**config.mk**
```make
export PLATFORM = sky130hd
export DESIGN_NAME = lidar_return_filter_scan_cut
export DESIGN_NICKNAME = d
export VERILOG_FILES = /design/src/rtl/core/lrf_pkg.sv /design/src/rtl/core/lrf_front.sv /design/src/rtl/core/lrf_queue.sv /design/src/rtl/core/lrf_back.sv /design/src/rtl/core/lidar_return_filter_scan_cut.sv
export SDC_FILE = /design/constraint.sdc
export NUM_CORES = 1
export LEC_CHECK = 0
export BUFFER_PORTS_ARGS = -buffer_cell sky130_fd_sc_hd__buf_2
export CAP_MARGIN = 20
export CORE_MARGIN = 2
export CORE_UTILIZATION = 40
export CTS_CLUSTER_DIAMETER = 60
export DETAILED_ROUTE_END_ITERATION = 10
export PLACE_DENSITY = 0.54
export SETUP_SLACK_MARGIN = 0.3
export SLEW_MARGIN = 25
export SYNTH_ARGS = -nofsm -noshare
export SYNTH_HDL_FRONTEND = slang
export SYNTH_SLANG_ARGS = --single-unit
```
**constraint.sdc**
```tcl
create_clock -name i_clk -period 9.9 [get_ports i_clk]
set_input_delay 0.495 -clock i_clk [delete_from_list [all_inputs] [get_ports i_clk]]
set_output_delay 0.495 -clock i_clk [all_outputs]
set_load 0.005 [all_outputs]
```
**src/rtl/core/lrf_pkg.sv**
```systemverilog
// Shared types and constants of the lidar return filter with scan cut detection.
`default_nettype none
package lrf_pkg;

    // One full turn in hundredths of a degree
    localparam logic [15:0] C_FULL_TURN = 16'd36000;

    // Number of laser channels that carry points; channels at or above give none
    localparam int C_LASERS = 64;
    localparam int C_LASER_CMP_W = 9;

    // Job queue between the classifier and the output sequencer
    localparam int C_QDEPTH = 4;
    localparam int C_QPTR_W = 2;

    // Configuration register indexes
    localparam logic [1:0] CFG_CUT_PHASE = 2'd0;
    localparam logic [1:0] CFG_MIN_RANGE = 2'd1;
    localparam logic [1:0] CFG_MAX_RANGE = 2'd2;
    localparam logic [1:0] CFG_MERGE_THR = 2'd3;

    // Register reset values
    localparam logic [15:0] C_RST_CUT_PHASE = 16'd0;
    localparam logic [23:0] C_RST_MIN_RANGE = 24'd100;
    localparam logic [23:0] C_RST_MAX_RANGE = 24'd60000;
    localparam logic [23:0] C_RST_MERGE_THR = 24'd0;

    // Return kinds
    localparam logic [1:0] K_FIRST = 2'd0;
    localparam logic [1:0] K_LAST  = 2'd1;
    localparam logic [1:0] K_IDENT = 2'd2;

    // One input transaction: one laser channel of one firing
    typedef struct packed {
        logic        packet_begin;
        logic        block_begin;
        logic        dual_mode;
        logic        single_is_first;
        logic [15:0] block_azimuth;
        logic [5:0]  laser;
        logic [7:0]  range_unit;
        logic [15:0] range_first;
        logic [15:0] range_last;
        logic [7:0]  intensity_first;
        logic [7:0]  intensity_last;
    } t_in;

    // One result transaction
    typedef struct packed {
        logic        point_valid;
        logic [5:0]  channel;
        logic [23:0] distance_mm;
        logic [7:0]  intensity;
        logic [1:0]  return_kind;
        logic        scan_cut;
        logic        last;
    } t_out;

    // One queued job: up to two results caused by one input transaction
    typedef struct packed {
        t_out res0;
        t_out res1;
        logic two;
    } t_job;

endpackage
`default_nettype wire

```
**src/rtl/core/lrf_front.sv**
```systemverilog
// Front end: input register, range scaling, phase check and point classification.
`default_nettype none
module lrf_front (
    input  wire                 i_clk,
    input  wire                 i_rst_n,
    input  wire                 i_cfg_wr_en,
    input  wire  [1:0]          i_cfg_index,
    input  wire  [23:0]         i_cfg_data,
    input  wire                 i_valid,
    output logic                o_stall,
    input  wire  lrf_pkg::t_in  i_item,
    output logic                o_push,
    output lrf_pkg::t_job       o_job,
    input  wire                 i_full
);
    import lrf_pkg::*;

    // Configuration registers; cut phase is kept reduced to one turn
    logic [15:0] r_cut_phase;
    logic [23:0] r_min_range;
    logic [23:0] r_max_range;
    logic [23:0] r_merge_thr;

    // Per-packet scan state
    logic [15:0] r_prev_phase;
    logic        r_cut_in_packet;

    // Input stage
    logic        r_s1_v;
    logic        r_packet_begin;
    logic        r_block_begin;
    logic        r_dual_mode;
    logic        r_single_is_first;
    logic [15:0] r_az_mod;
    logic [5:0]  r_laser;
    logic [23:0] r_d1;
    logic [23:0] r_d2;
    logic [7:0]  r_i1;
    logic [7:0]  r_i2;

    logic [15:0] cfg_cp_mod;
    logic [15:0] az_mod;
    logic        accept;
    logic        adv;
    logic [16:0] phase_diff;
    logic [16:0] phase_wrap;
    logic [15:0] phase;
    logic        rising;
    logic        cip;
    logic        cut;
    logic        n_cut_in_packet;
    logic        ok1;
    logic        ok2;
    logic [23:0] dist_diff;
    logic        merge;
    logic        in_range_laser;
    logic [1:0]  n_pts;
    t_out        res0;
    t_out        res1;
    logic        has_res;

    // Configuration writes
    always_comb begin
        cfg_cp_mod = (i_cfg_data[15:0] >= C_FULL_TURN) ?
                     (i_cfg_data[15:0] - C_FULL_TURN) : i_cfg_data[15:0];
    end

    always_ff @(posedge i_clk) begin
        if (!i_rst_n) begin
            r_cut_phase <= C_RST_CUT_PHASE;
            r_min_range <= C_RST_MIN_RANGE;
            r_max_range <= C_RST_MAX_RANGE;
            r_merge_thr <= C_RST_MERGE_THR;
        end else if (i_cfg_wr_en) begin
            case (i_cfg_index)
                CFG_CUT_PHASE: r_cut_phase <= cfg_cp_mod;
                CFG_MIN_RANGE: r_min_range <= i_cfg_data;
                CFG_MAX_RANGE: r_max_range <= i_cfg_data;
                CFG_MERGE_THR: r_merge_thr <= i_cfg_data;
                default: ;
            endcase
        end
    end

    // Handshake: the input stage moves on when its job fits in the queue
    assign adv     = r_s1_v && (!i_full || !has_res);
    assign o_stall = r_s1_v && !adv;
    assign accept  = i_valid && !o_stall;

    always_comb begin
        az_mod = (i_item.block_azimuth >= C_FULL_TURN) ?
                 (i_item.block_azimuth - C_FULL_TURN) : i_item.block_azimuth;
    end

    // Input stage: scale ranges and reduce azimuth
    always_ff @(posedge i_clk) begin
        if (!i_rst_n) begin
            r_s1_v <= 1'b0;
        end else if (accept) begin
            r_s1_v <= 1'b1;
        end else if (adv) begin
            r_s1_v <= 1'b0;
        end
    end

    always_ff @(posedge i_clk) begin
        if (accept) begin
            r_packet_begin    <= i_item.packet_begin;
            r_block_begin     <= i_item.block_begin;
            r_dual_mode       <= i_item.dual_mode;
            r_single_is_first <= i_item.single_is_first;
            r_az_mod          <= az_mod;
            r_laser           <= i_item.laser;
            r_d1              <= 24'(i_item.range_first * i_item.range_unit);
            r_d2              <= 24'(i_item.range_last * i_item.range_unit);
            r_i1              <= i_item.intensity_first;
            r_i2              <= i_item.intensity_last;
        end
    end

    // Phase relative to the cut angle and scan cut decision
    always_comb begin
        phase_diff = {1'b0, r_az_mod} - {1'b0, r_cut_phase};
        phase_wrap = phase_diff + {1'b0, C_FULL_TURN};
        phase      = phase_diff[16] ? phase_wrap[15:0] : phase_diff[15:0];
        rising     = phase > r_prev_phase;
        cip        = r_packet_begin ? 1'b0 : r_cut_in_packet;
        if (r_block_begin) begin
            cut             = !cip && !rising;
            n_cut_in_packet = cip || !rising;
        end else begin
            cut             = 1'b0;
            n_cut_in_packet = cip;
        end
    end

    always_ff @(posedge i_clk) begin
        if (!i_rst_n) begin
            r_prev_phase    <= 16'd0;
            r_cut_in_packet <= 1'b0;
        end else if (adv) begin
            r_cut_in_packet <= n_cut_in_packet;
            if (r_block_begin) begin
                r_prev_phase <= phase;
            end
        end
    end

    // Range window, dual-return merge and result build
    always_comb begin
        ok1            = (r_d1 > r_min_range) && (r_d1 <= r_max_range);
        ok2            = (r_d2 > r_min_range) && (r_d2 <= r_max_range);
        dist_diff      = (r_d1 > r_d2) ? (r_d1 - r_d2) : (r_d2 - r_d1);
        merge          = (dist_diff < r_merge_thr) && ok2;
        in_range_laser = {3'b000, r_laser} < C_LASER_CMP_W'(C_LASERS);

        res0.point_valid = 1'b1;
        res0.channel     = r_laser;
        res0.scan_cut    = cut;
        res0.last        = 1'b1;
        res0.distance_mm = r_d1;
        res0.intensity   = r_i1;
        res0.return_kind = K_FIRST;
        n_pts            = 2'd0;

        res1.point_valid = 1'b1;
        res1.channel     = r_laser;
        res1.distance_mm = r_d2;
        res1.intensity   = r_i2;
        res1.return_kind = K_LAST;
        res1.scan_cut    = 1'b0;
        res1.last        = 1'b1;

        if (!r_dual_mode) begin
            n_pts            = {1'b0, ok1};
            res0.return_kind = r_single_is_first ? K_FIRST : K_LAST;
        end else if (merge) begin
            n_pts            = 2'd1;
            res0.distance_mm = r_d2;
            res0.intensity   = r_i2;
            res0.return_kind = K_IDENT;
        end else if (ok1) begin
            n_pts = ok2 ? 2'd2 : 2'd1;
        end else begin
            n_pts            = {1'b0, ok2};
            res0.distance_mm = r_d2;
            res0.intensity   = r_i2;
            res0.return_kind = K_LAST;
        end

        if (!in_range_laser) begin
            n_pts = 2'd0;
        end

        // Cut marker when no point comes out
        if (n_pts == 2'd0) begin
            res0.point_valid = 1'b0;
            res0.distance_mm = 24'd0;
            res0.intensity   = 8'd0;
            res0.return_kind = K_FIRST;
        end
        res0.last = (n_pts != 2'd2);
        has_res   = (n_pts != 2'd0) || cut;
    end

    assign o_push    = adv && has_res;
    assign o_job     = '{res0: res0, res1: res1, two: (n_pts == 2'd2)};

endmodule
`default_nettype wire

```
**src/rtl/core/lrf_queue.sv**
```systemverilog
// Short job queue that decouples the classifier from the output sequencer.
`default_nettype none
module lrf_queue (
    input  wire                 i_clk,
    input  wire                 i_rst_n,
    input  wire                 i_push,
    input  wire  lrf_pkg::t_job i_job,
    output logic                o_full,
    input  wire                 i_pop,
    output lrf_pkg::t_job       o_head,
    output logic                o_empty
);
    import lrf_pkg::*;

    t_job                r_mem [C_QDEPTH];
    logic [C_QPTR_W-1:0] r_wr;
    logic [C_QPTR_W-1:0] r_rd;
    logic [C_QPTR_W:0]   r_cnt;

    assign o_full  = r_cnt == (C_QPTR_W+1)'(C_QDEPTH);
    assign o_empty = r_cnt == '0;
    assign o_head  = r_mem[r_rd];

    // Pointers and fill count
    always_ff @(posedge i_clk) begin
        if (!i_rst_n) begin
            r_wr  <= '0;
            r_rd  <= '0;
            r_cnt <= '0;
        end else begin
            if (i_push) begin
                r_wr <= r_wr + 1'b1;
            end
            if (i_pop) begin
                r_rd <= r_rd + 1'b1;
            end
            case ({i_push, i_pop})
                2'b10:   r_cnt <= r_cnt + 1'b1;
                2'b01:   r_cnt <= r_cnt - 1'b1;
                default: r_cnt <= r_cnt;
            endcase
        end
    end

    // Job storage
    always_ff @(posedge i_clk) begin
        if (i_push) begin
            r_mem[r_wr] <= i_job;
        end
    end

endmodule
`default_nettype wire

```
**src/rtl/core/lrf_back.sv**
```systemverilog
// Back end: steps through queued jobs and drives the result register.
`default_nettype none
module lrf_back (
    input  wire                 i_clk,
    input  wire                 i_rst_n,
    input  wire  lrf_pkg::t_job i_head,
    input  wire                 i_empty,
    output logic                o_pop,
    output logic                o_valid,
    input  wire                 i_stall,
    output lrf_pkg::t_out       o_result
);
    import lrf_pkg::*;

    logic r_valid;
    logic r_sel;
    t_out r_result;
    logic load;
    logic take;

    // The result register reloads when empty or when its transaction completes
    assign load  = !r_valid || !i_stall;
    assign take  = load && !i_empty;
    assign o_pop = take && (r_sel || !i_head.two);

    always_ff @(posedge i_clk) begin
        if (!i_rst_n) begin
            r_valid <= 1'b0;
            r_sel   <= 1'b0;
        end else if (load) begin
            r_valid <= !i_empty;
            if (take) begin
                r_sel <= !r_sel && i_head.two;
            end
        end
    end

    always_ff @(posedge i_clk) begin
        if (take) begin
            r_result <= r_sel ? i_head.res1 : i_head.res0;
        end
    end

    assign o_valid  = r_valid;
    assign o_result = r_result;

endmodule
`default_nettype wire

```
**src/rtl/core/lidar_return_filter_scan_cut.sv**
```systemverilog
// Top level of the lidar return filter with scan cut detection.
// Takes one laser channel per transaction, scales both ranges to millimetres,
// applies the range window and the dual-return merge, and flags the first
// non-rising phase in a packet as a scan cut. An input transaction is taken
// every cycle unless o_stall is high; it passes an input register (two 16x8
// range multipliers), a classifier that updates the phase state and writes a
// job into a four-entry queue, and an output register that emits one result
// per cycle while i_stall is low. A channel with two points sends both
// results through the output register one after the other, so a stream of
// dual-point channels fills the queue and stalls the input; the queue absorbs
// short bursts. The first result of a transaction is presented once it has
// passed the input register, a queue entry and the output register.
`default_nettype none
module lidar_return_filter_scan_cut (
    input  wire                 i_clk,
    input  wire                 i_rst_n,
    input  wire                 i_cfg_wr_en,
    input  wire  [1:0]          i_cfg_index,
    input  wire  [23:0]         i_cfg_data,
    input  wire                 i_valid,
    output logic                o_stall,
    input  wire  lrf_pkg::t_in  i_item,
    output logic                o_valid,
    input  wire                 i_stall,
    output lrf_pkg::t_out       o_result
);
    import lrf_pkg::*;

    logic push;
    t_job job;
    logic full;
    logic pop;
    t_job head;
    logic empty;

    lrf_front u_front (
        .i_clk       (i_clk),
        .i_rst_n     (i_rst_n),
        .i_cfg_wr_en (i_cfg_wr_en),
        .i_cfg_index (i_cfg_index),
        .i_cfg_data  (i_cfg_data),
        .i_valid     (i_valid),
        .o_stall     (o_stall),
        .i_item      (i_item),
        .o_push      (push),
        .o_job       (job),
        .i_full      (full)
    );

    lrf_queue u_queue (
        .i_clk   (i_clk),
        .i_rst_n (i_rst_n),
        .i_push  (push),
        .i_job   (job),
        .o_full  (full),
        .i_pop   (pop),
        .o_head  (head),
        .o_empty (empty)
    );

    lrf_back u_back (
        .i_clk    (i_clk),
        .i_rst_n  (i_rst_n),
        .i_head   (head),
        .i_empty  (empty),
        .o_pop    (pop),
        .o_valid  (o_valid),
        .i_stall  (i_stall),
        .o_result (o_result)
    );

endmodule
`default_nettype wire

```
==> metrics.yaml <==
status: "finished, final reports clean"
wl_met3_um: 4330
rsz0062_at_grt: "no"
hold_class: "input pin to flip-flop"
slowest_stage: "and3_4"
yosys_warnings: 0
clkTransAtPathRegs_ps: 60
ctsHoldBuffers: 0
cap_violations: 0
multi_input_area_um2: 18000
row_count: 108
synth-edff-count: 437
hold_violations: 0
globalRouteOverflowTotal: 0
final-setup-viol-count: 0
port_buffers: 157
globalplace.congestion: 0.945
yosysMostFrequentCell: "nand2_1"
ys_ff_latch: 554
num_vias: 24000
fin_cells: 4519
syn_area_um2: 35200
syn-num-nets: 3761
synth.avg_cell_area_um2: 11.1
post-dp-hpwl_um: 68900
fin_ws_ps: 2030
synth_area_leader_cell: "edfxtp_1"
viasPerCell: 5.32
cts_tree: "built"
rrSetupSlack_ps: 2030
htreeDepth: 3
clk_path_buf_depth: 3
dp.cells: 4397
holdPathStages: 1
yosysUniqueCellTypes: 92
cp-end-kind: "flip-flop"
r2r-start: "u_front.r_d2[1]$_DFFE_PP_"
dp_slack_ps: 2060
synth_fa_ha_area_share_pct: 20.3
critical_path_buf_inv_count: 2
first_iter_violations: 1524
core_region_area_um2: 87000
route.antenna.remaining_nets: 0
cp_data_arrival_time_ps: 8140
drtPass1Iterations: 5
cts_root_buffer: "clkbuf_16"
area_growth_syn_to_layout_pct: 11.9
min_to: "u_front.r_dual_mode$_DFFE_PP_"
synth_compound_area_share_pct: 9.75
fillers: 8209
r2r-end: "u_queue.r_mem[1][73]$_DFFE_PP_"
hp-start: "i_item[79]"
setup_tns_ps: 0
synth-seq-area-share_pct: 44.0
die-area_um2: 90400
wl_met2_um: 43900
synthSimpleGateAreaFrac_pct: 12.5
start_kind: "flip-flop"
seqCellArea_um2: 15500
synth_xor_area_share_pct: 2.16
initial_utilization_pct: 40.4
cp_num_cells: 20
place_area_um2: 37100
antenna_found_initial: 21
fin_crit_sh_pct: 79.5
die_y_um: 301
max_slew_margin_pct: 34.3
fmax_mhz: 127
critPathLaunch: "u_front.r_d2[1]$_DFFE_PP_"
synth_top_family_by_area: "adder cells"
worst_pin_slew_ps: 985
drt-met1-wl_um: 41600
die_w_um: 301
synthTopCellsByArea: "edfxtp_1, ha_1, fa_1"
crit_fanout: 58
clock_sink_count: 554
synth_commonest_cells: "nand2_1, edfxtp_1, inv_1"
crit_chain: "inv_1 -> fa_1 -> a21o_1 -> a21oi_1 -> o21ai_1 -> a21oi_1 -> o21ai_1 -> a211oi_2 -> or2_1 -> a21oi_1 -> a2111oi_1 -> ha_1 -> a21o_1 -> a211o_1 -> a41oi_1 -> o21ai_1 -> o311ai_1 -> a21o_1 -> and3_4 -> buf_4"
finalCriticalPeriod_ps: 7870
clkLatencyLatePin_ps: 610
drv_slew: 0
synthArstFlopShare_pct: 0
grt_max_degree: 98
ys_dominant_reg_cell: "edfxtp_1"
cp_top_family: "compound AO/OA/AOI/OAI gates"
yosys-mux-area-fraction_pct: 6.28
final_util_pct: 45.2
numCtsBuffers: 66
grt_pass1_vias: 25200
ir_worst_vdd_v: 0.000141
cts_setup_buffers: 0
powerDensity_nw_per_um2: 300
worstSetupPathType: "flip-flop to flip-flop"
post_cts_resized: 0
drc: 0
drt_wl_total_um: 91600
grt_pass1_wl_um: 144000
final_nets: 3890
critPathRequiredTime_ps: 10170
grtUsageTotal_pct: 20.4
synthCells: 3181
power.leakage_nw: 15.8
drive_above_1_share_pct: 12.3
yosysTopAreaCellShare_pct: 37.3
critPathMaxStageDelay_ps: 850
ios: 158
top_layer: "met5"
fin_area_um2: 39400
wire_per_inst_um: 20.3
r2r.worst_path.cells: 20
skew_ps: 33.3
layout by cell type, fill, tap and decap left out, types with 39 or more instances in the layout:
cell	synthesis	routed
nor3_1	39	39
a21o_1	66	65
mux2i_1	42	42
clkbuf_16	0	67
inv_1	354	353
o21ai_0	74	74
fa_1	172	172
nor2_1	130	128
ha_1	295	295
xnor2_1	60	60
mux4_2	76	76
a21oi_1	209	209
dfxtp_1	117	115
and2_1	127	127
buf_2	6	157
nand2_1	470	469
edfxtp_1	437	437
nand3_1	43	43
cell families (layout without fill, tap and decap cells):
logic type | Yosys count | in the layout
compound gates | 530 | 530
xor+xnor | 86 | 86
fa+ha+maj | 467 | 467
buf+inv | 469 | 650
flops | 554 | 554
mux | 125 | 125
other cells | 0 | 2
simple gates | 950 | 950
cell type report:
cell class,count,area share [%]
Multi-Input combinational cell,2158,45.7
Sequential cell,554,39.3
Clock buffer,84,4.50
Tap cell,1155,3.67
Inverter,358,3.42
Timing Repair Buffer,172,2.29
Clock inverter,36,1.06
Antenna cell,2,0.0127
state kept, by name (all words and copies together), names as in the netlist, 2 cells and up, named ones only:
| signal | count |
|---|---|
| u_front.r_max_range | 24 |
| u_front.r_d1 | 24 |
| u_front.r_laser | 6 |
| u_queue.r_cnt | 3 |
| u_front.r_d2 | 24 |
| u_queue.r_rd | 2 |
| u_front.r_prev_phase | 16 |
| u_front.r_cut_phase | 16 |
| u_front.r_min_range | 24 |
| u_front.r_az_mod | 16 |
| u_queue.r_mem | 304 |
| u_queue.r_wr | 2 |
| u_front.r_i2 | 8 |
| u_front.r_i1 | 8 |
| u_back.o_result | 43 |
| u_front.r_merge_thr | 24 |
worst max path at each step:
stage	endpoint	slack [ps]
floorplan	u_front.r_az_mod[0]$_DFFE_PP_	900
global placement	u_queue.r_mem[0][76]$_DFFE_PP_	2310
detailed placement	u_queue.r_mem[1][72]$_DFFE_PP_	2060
CTS	u_queue.r_mem[1][75]$_DFFE_PP_	2040
global route	u_queue.r_mem[0][21]$_DFFE_PP_	1580
finish	u_queue.r_mem[1][73]$_DFFE_PP_	2030
per-layer routing:
| layer | global-route usage, % | up-vias |
|---|---|---|
| li1 | - | 11400 |
| met4 | 5.05 | 24 |
| met2 | 34.6 | 538 |
| met3 | 3.12 | 128 |
| met1 | 27.5 | 12000 |
| met5 | 0 | - |
power breakdown:
| part | internal, W | switching [W] |
|---|---|---|
| logic | 0.00231 | 0.00363 |
| clock network | 0.00143 | 0.00101 |
| registers | 0.00316 | 0.000295 |
worst register-to-register path, cell delays in order, from the launching register on:
cell	delay (ps)
edfxtp_1	580
inv_1	150
fa_1	460
a21o_1	170
a21oi_1	310
o21ai_1	100
a21oi_1	270
o21ai_1	170
a211oi_2	290
or2_1	720
a21oi_1	240
a2111oi_1	510
ha_1	330
a21o_1	160
a211o_1	280
a41oi_1	180
o21ai_1	220
o311ai_1	690
a21o_1	340
and3_4	860
buf_4	510
stage by stage:
stage / power [W] / hold slack [ps]
final: 0.0118 / 53.2
after global routing: 0.0127 / 27.9
after CTS: 0.0119 / 10.1
after detailed placement: 0.00940 / 448
after global placement: 0.00935 / 445
after floorplan: 0.00749 / 432
(Power assumes the default switching activity.)
